<file path="config.mk">
export PLATFORM = sky130hd
export DESIGN_NAME = psfc_mac
export DESIGN_NICKNAME = d
export VERILOG_FILES = /design/src/rtl/core/psfc_pkg.sv /design/src/rtl/core/psfc_mac.sv
export SDC_FILE = /design/constraint.sdc
export NUM_CORES = 2
export LEC_CHECK = 0
export BUFFER_PORTS_ARGS = -buffer_cell sky130_fd_sc_hd__buf_2
export CORE_MARGIN = 3
export CORE_UTILIZATION = 50
export CTS_CLUSTER_DIAMETER = 60
export DETAILED_ROUTE_END_ITERATION = 8
export GPL_TIMING_DRIVEN = 0
export PLACE_DENSITY = 0.67
export REMOVE_ABC_BUFFERS = 1
export SLEW_MARGIN = 10
export SYNTH_ARGS = -nofsm -noshare
export SYNTH_HDL_FRONTEND = slang
export SYNTH_SLANG_ARGS = --single-unit
</file>
<file path="constraint.sdc">
create_clock -name clk -period 9.3 [get_ports clk]
set_input_delay 0.465 -clock clk [delete_from_list [all_inputs] [get_ports clk]]
set_output_delay 0.465 -clock clk [all_outputs]
set_load 0.02 [all_outputs]
</file>
<file path="src/rtl/core/psfc_pkg.sv">
// shared types, constants and the cordic angle table of the pendulum controller
// no dependencies; imported by the core modules and the testbench
package psfc_pkg;

  localparam int OPW  = 34;   // multiplier operand width
  localparam int PRW  = 68;   // product width
  localparam int ACW  = 70;   // accumulator width
  localparam int CW   = 40;   // cordic x/y width
  localparam int ZW   = 26;   // cordic angle width, q.20 radians
  localparam int STEPS = 20;
  localparam int SCW  = 5;    // cordic step counter width

  localparam logic signed [CW-1:0]  GRAVITY_Q16     = 40'sd642689;
  localparam logic signed [CW-1:0]  CORDIC_GAIN_Q30 = 40'sd652032874;
  localparam logic signed [OPW-1:0] TWO_PI_Q20      = 34'sd6588397;
  localparam logic [31:0]           MIN_TIMEOUT_MS  = 32'd100;

  localparam logic [1:0] CMD_ODOM  = 2'd0;
  localparam logic [1:0] CMD_TICK  = 2'd1;
  localparam logic [1:0] CMD_RESET = 2'd2;

  localparam logic [2:0] ST_READY     = 3'd0;
  localparam logic [2:0] ST_DISABLED  = 3'd1;
  localparam logic [2:0] ST_NO_ODOM   = 3'd2;
  localparam logic [2:0] ST_NO_STATE  = 3'd3;
  localparam logic [2:0] ST_HEIGHT    = 3'd4;
  localparam logic [2:0] ST_NOT_READY = 3'd5;

  localparam logic [3:0] REG_ENABLE    = 4'd0;
  localparam logic [3:0] REG_SOURCE_ID = 4'd1;
  localparam logic [3:0] REG_GAIN_POS  = 4'd2;
  localparam logic [3:0] REG_GAIN_VEL  = 4'd3;
  localparam logic [3:0] REG_GAIN_POFS = 4'd4;
  localparam logic [3:0] REG_GAIN_PRT  = 4'd5;
  localparam logic [3:0] REG_HEIGHT_WIN = 4'd6;
  localparam logic [3:0] REG_ODOM_TMO  = 4'd7;

  typedef struct packed {
    logic mul;   // register a product
    logic acc;   // add the product register into the accumulator
    logic clr;   // accumulate onto zero
  } mac_ctl_t;

  typedef struct packed {
    logic start;
    logic vec;   // vectoring when set, rotation otherwise
  } cordic_req_t;

  typedef struct packed {
    logic busy;
    logic done;
  } cordic_sts_t;

  function automatic logic signed [ZW-1:0] atan_q20(input logic [SCW-1:0] i);
    logic signed [ZW-1:0] v;
    unique case (i)
      5'd0:  v = 26'sd823550;
      5'd1:  v = 26'sd486170;
      5'd2:  v = 26'sd256879;
      5'd3:  v = 26'sd130396;
      5'd4:  v = 26'sd65451;
      5'd5:  v = 26'sd32757;
      5'd6:  v = 26'sd16383;
      5'd7:  v = 26'sd8192;
      5'd8:  v = 26'sd4096;
      5'd9:  v = 26'sd2048;
      5'd10: v = 26'sd1024;
      5'd11: v = 26'sd512;
      5'd12: v = 26'sd256;
      5'd13: v = 26'sd128;
      5'd14: v = 26'sd64;
      5'd15: v = 26'sd32;
      5'd16: v = 26'sd16;
      5'd17: v = 26'sd8;
      5'd18: v = 26'sd4;
      5'd19: v = 26'sd2;
      default: v = '0;
    endcase
    return v;
  endfunction

endpackage

</file>
<file path="src/rtl/core/psfc_mac.sv">
// shared signed multiplier with a product register and an accumulator
// depends on psfc_pkg
module psfc_mac import psfc_pkg::*; (
  input  logic                  clk,
  input  mac_ctl_t              ctl,
  input  logic signed [OPW-1:0] op_a,
  input  logic signed [OPW-1:0] op_b,
  output logic signed [PRW-1:0] prod,
  output logic signed [ACW-1:0] acc
);

  logic signed [PRW-1:0] prod_r;
  logic signed [ACW-1:0] acc_r;
  logic signed [ACW-1:0] acc_nxt;

  always_comb begin
    acc_nxt = (ctl.clr ? '0 : acc_r) + ACW'(prod_r);
  end

  always_ff @(posedge clk) begin
    if (ctl.mul) begin
      prod_r <= op_a * op_b;
    end
    if (ctl.acc) begin
      acc_r <= acc_nxt;
    end
  end

  assign prod = prod_r;
  assign acc  = acc_r;

endmodule

</file>
== Word-level counts from Yosys, hierarchy flattened ==
Cells that the tools add are included.
Storage, ports and cells
  register bits after elaboration: 138
  latch bits: 0
  memory bits (writable): 0
  ROM bits: 0
  bits of input ports: 72
  logic and storage cells: 5
  memories: 0
Operators by class
  add/subtract/negate cells: 1
  multipliers: 1
  div/mod/pow operators: 0
  order comparisons: 0
  equality and inequality tests: 0
  shift-type cells: 0
  multiplexer cells: 1
  bitwise operators: 0
  reduce and logical (&&, ||, !) cells: 0
Operator list (number)
  70-bit adder: 1
  70-bit two-way mux: 1
  34-bit by 34-bit multiplier with 68-bit output: 1

== Longest topological paths before layout ==
  depth in word-level cells: 2
  mapped depth: 30

== Worst setup path before layout ==
No wires, ideal clock.
  path type: input to register
  start: input op_a[33]
  end: register prod_r[65], in the netlist prod[65] (data pin)
  setup time: 261 ps
  arrival: 7847 ps
  data required time: 9039 ps
  path slack: 1191 ps
  stages on the path: 27
  cells stage by stage: clkbuf_1 -> nand2_1 -> inv_1 -> fa_1 -> inv_1 -> fa_1 -> inv_1 -> fa_1 -> inv_1 -> fa_1 -> inv_1 -> fa_1 -> fa_1 -> fa_1 -> inv_1 -> fa_1 -> inv_1 -> ha_1 -> clkbuf_1 -> a21oi_1 -> and2_1 -> a21o_1 -> o21a_1 -> nor3b_2 -> a2111oi_2 -> nor4_1 -> nor2_1
Between the ends
  longest elaborated chain between the ends: 1
Ends and longest elaborated chain
  start, declared: line psfc_mac.sv:6  | input logic signed [OPW-1:0] op_a,
  34-bit by 34-bit multiplier with 68-bit output: line psfc_mac.sv:22  | prod_r <= op_a * op_b;
  end signal, assigned: line psfc_mac.sv:22
  end, declared: line psfc_mac.sv:12  | logic signed [PRW-1:0] prod_r;
Every way passes these cells.
A chain may end at the register's enable or synchronous reset.

== Worst setup path in the final report ==
  start: input op_b[1]
  end: register prod_r[64], in the netlist prod[64] (data pin)
Between the ends
  longest elaborated chain between the ends: 1
Ends and longest elaborated chain
  start, declared: line psfc_mac.sv:7  | input logic signed [OPW-1:0] op_b,
  34-bit by 34-bit multiplier with 68-bit output: line psfc_mac.sv:22
Every way passes these cells.

==> metrics <==
status finished, final reports clean; Ys Warns 0; Detail Route Antenna Nets 0; critical path required time 9.48 ns; layout filler cell count 9044; Finished Cell Area 52500 um2; Crit. Startpoint op_b[1]; worst skew pair latency 0.44 ns; hold slack 0.362 ns; Clock transition at path regs 0.07 ns; number of distinct library cells after synthesis 83; Worst Hold Path Cells 1; layout cells sized above 1 5.36%; CTS tree done; CP Launch Type input pin; placed inst area 51900 um2; die height 322 um; worst reg2reg path startpoint acc[0]$_DFFE_PP_; Avg Inst Size Synth 9.50 um2; max-cap viol count 0; H-tree Lvls 4; worst slew pin tran 1.17 ns; via count 35600; period utilization 95.5%; CTS root buf clkbuf_16; Final nets 6836; RSZ-0062 raised after global routing no; Die X-Extent 322 um; final setup violation count 0; vias in the first global route 39800; total grt overflow 0; TritonCTS Sinks 138; initial antenna violation count 7; Area Overhead vs Synth 4.84%; FF+latch count, synth 138; first-pass GRT wire length 220000 um; min-delay src ctl[2]; number of synthesized flops with an enable pin 138; final hold vios 0; placed cells 6510; Setup Skew 0.0147 ns; Reg2Reg Depth 14; via density per instance 5.44; clk buf depth 2; Cell Rows 115; top cell type's share of synthesized area 49.6%; Worst slew margin 21.3%; minimum clock period 8.88 ns; WL final 135000 um; largest net degree at the start of global routing 71; Hold Crit Endpoint prod[5]$_DFFE_PP_; worst setup path class in2reg; fmax 113 MHz; CP Max Fanout 34; Tot GR Track Use 27.2%; synth top area cells fa_1, inv_1, edfxtp_1; reg-to-reg endpoint acc[64]$_DFFE_PP_; max-slew violations 0; Non-Filler Instances 6550; placer's final routability congestion estimate 0.929; register area share after synthesis 8.27%; Port Buf Inserts 209; min-delay worst type in2reg; die area 104000 um2; drt first pass iters 5; post-synth top area cell fa_1; Worst setup EP type register; drc violations 0; Post-synth top flop edfxtp_1; Netlist Area Pre-Place 50100 um2; post-DP HPWL 107000 um; Core Area 98900 um2; 1st-iter DRT viols 2282; Gate Count Post-Synth 5270; asr flop ratio synth 0%; CTS Buf Count 17; reg2reg setup slack 5.41 ns; critical path arrival 9.06 ns; routed len/inst 20.6 um; Initial Util 50.7%; num ports 210
[final cells by class]
class | count | area (um2) | area share (%)
multi-input cells | 3654 | 40400 | 76.9
inverters | 1218 | 4580 | 8.72
flip-flops and latches | 138 | 4140 | 7.89
well taps | 1287 | 1610 | 3.07
repair buffers | 220 | 1220 | 2.32
clock buffers | 17 | 425 | 0.810
clock inverters | 15 | 148 | 0.281
diodes | 1 | 2.50 | 0.00477
[registers in the layout, indices dropped and copies added, names as in the netlist]
| name | count |
|---|---|
| acc | 70 |
| prod | 68 |
[cell families (layout without fill, tap and decap cells)]
logic type / Yosys count / count (layout) / share of synthesized area [%]
xor+xnor: 142 / 142 / 2.48
mux: 2 / 2 / 0.0400
buf+inv: 1478 / 1470 / 11.1
fa+ha+maj: 1515 / 1515 / 56.5
simple gates: 1542 / 1542 / 15.6
compound gates: 453 / 453 / 6.06
flops: 138 / 138 / 8.27
other cells: 0 / 1 / 0
[timing repair]
| action | 4_1_cts | 5_1_grt |
|---|---|---|
| hold buffers | 0 | 0 |
| gates resized for setup | 0 | 3 |
| endpoints found under the setup margin | 0 | 5 |
| setup buffers | 0 | 7 |
[cells in the mapped netlist, types with 3 or more instances]
| cell type | count |
|---|---|
| a31oi_1 | 17 |
| a211oi_1 | 14 |
| and2_1 | 583 |
| a21boi_0 | 3 |
| o211ai_1 | 10 |
| o21ai_0 | 53 |
| or3_1 | 3 |
| nand4_1 | 28 |
| clkbuf_1 | 255 |
| o21a_1 | 19 |
| o31ai_1 | 3 |
| and3_1 | 15 |
| a2111o_1 | 3 |
| a21o_1 | 72 |
| buf_2 | 4 |
| inv_1 | 1217 |
| nand2_1 | 643 |
| o21bai_1 | 29 |
| nor4_1 | 5 |
| o21ai_1 | 24 |
| nor2_1 | 96 |
| o22ai_1 | 3 |
| nor2b_1 | 84 |
| ha_1 | 273 |
| a211o_1 | 7 |
| and4_1 | 3 |
| nor3_1 | 12 |
| fa_1 | 1242 |
| a211oi_2 | 3 |
| xnor2_1 | 106 |
| edfxtp_1 | 138 |
| nand3_1 | 28 |
| xor2_1 | 36 |
| nand2b_1 | 26 |
| o221ai_1 | 7 |
| a21oi_1 | 141 |
[stage by stage]
| stage | worst slack, ns | setup TNS [ns] | utilization [%] |
|---|---|---|---|
| final | 0.420 | 0 | 53.1 |
| after global routing | 0.0275 | 0 | 53.1 |
| after CTS | 0.0969 | 0 | 53.0 |
| after detailed placement | -0.371 | -1.04 | 52.5 |
| after global placement | -0.489 | -1.94 | 52.3 |
| after floorplan | 1.47 | 0 | - |
[placed cells by master, fill, tap and decap left out, types with 9 or more instances in the layout]
cell / Yosys / layout
fa_1: 1242 / 1241
inv_1: 1217 / 1215
nand2_1: 643 / 643
and2_1: 583 / 583
ha_1: 273 / 272
buf_2: 4 / 205
a21oi_1: 141 / 141
edfxtp_1: 138 / 138
xnor2_1: 106 / 106
nor2_1: 96 / 96
nor2b_1: 84 / 84
a21o_1: 72 / 72
o21ai_0: 53 / 53
xor2_1: 36 / 36
o21bai_1: 29 / 29
nand3_1: 28 / 28
nand4_1: 28 / 28
nand2b_1: 26 / 26
o21ai_1: 24 / 24
o21a_1: 19 / 19
a31oi_1: 17 / 17
clkbuf_16: 0 / 17
and3_1: 15 / 15
a211oi_1: 14 / 14
nor3_1: 12 / 12
o211ai_1: 10 / 10
buf_4: 0 / 9
[worst max-delay path, cell delays in order]
cell	delay (ns)
buf_2	0.35
nand2_1	0.23
inv_1	0.12
fa_1	0.54
inv_1	0.12
fa_1	0.51
inv_1	0.08
fa_2	0.85
inv_1	0.13
fa_1	0.96
clkinvlp_4	0.19
buf_4	0.20
buf_4	0.16
buf_12	0.14
fa_1	0.46
fa_1	0.56
fa_1	0.47
fa_1	0.45
ha_1	0.39
a21o_1	0.22
a21o_1	0.18
a21o_1	0.18
a21o_1	0.17
a21oi_1	0.17
o31ai_1	0.09
a21o_1	0.18
a221oi_1	0.32
xnor2_1	0.10
[worst max path at each step]
stage,endpoint,slack [ns],cells past startpoint
2_1_floorplan,prod[65]$_DFFE_PP_,1.47,25
3_3_place_gp,prod[65]$_DFFE_PP_,-0.49,26
3_5_place_dp,prod[65]$_DFFE_PP_,-0.37,26
4_1_cts,prod[65]$_DFFE_PP_,0.1,26
5_1_grt,prod[65]$_DFFE_PP_,0.03,27
6_report,prod[64]$_DFFE_PP_,0.42,28
[metal layers]
metal	vias to the layer above	GRT usage, %	routed length (um)
met5	-	0	0
met4	0	6.62	3310
met3	194	3.74	9000
met2	1196	47.5	67200
met1	18700	36.1	55200
li1	15500	-	-
Power is not shown: default switching activity piles up to over one toggle a cycle in this logic, so the estimate is an artifact.
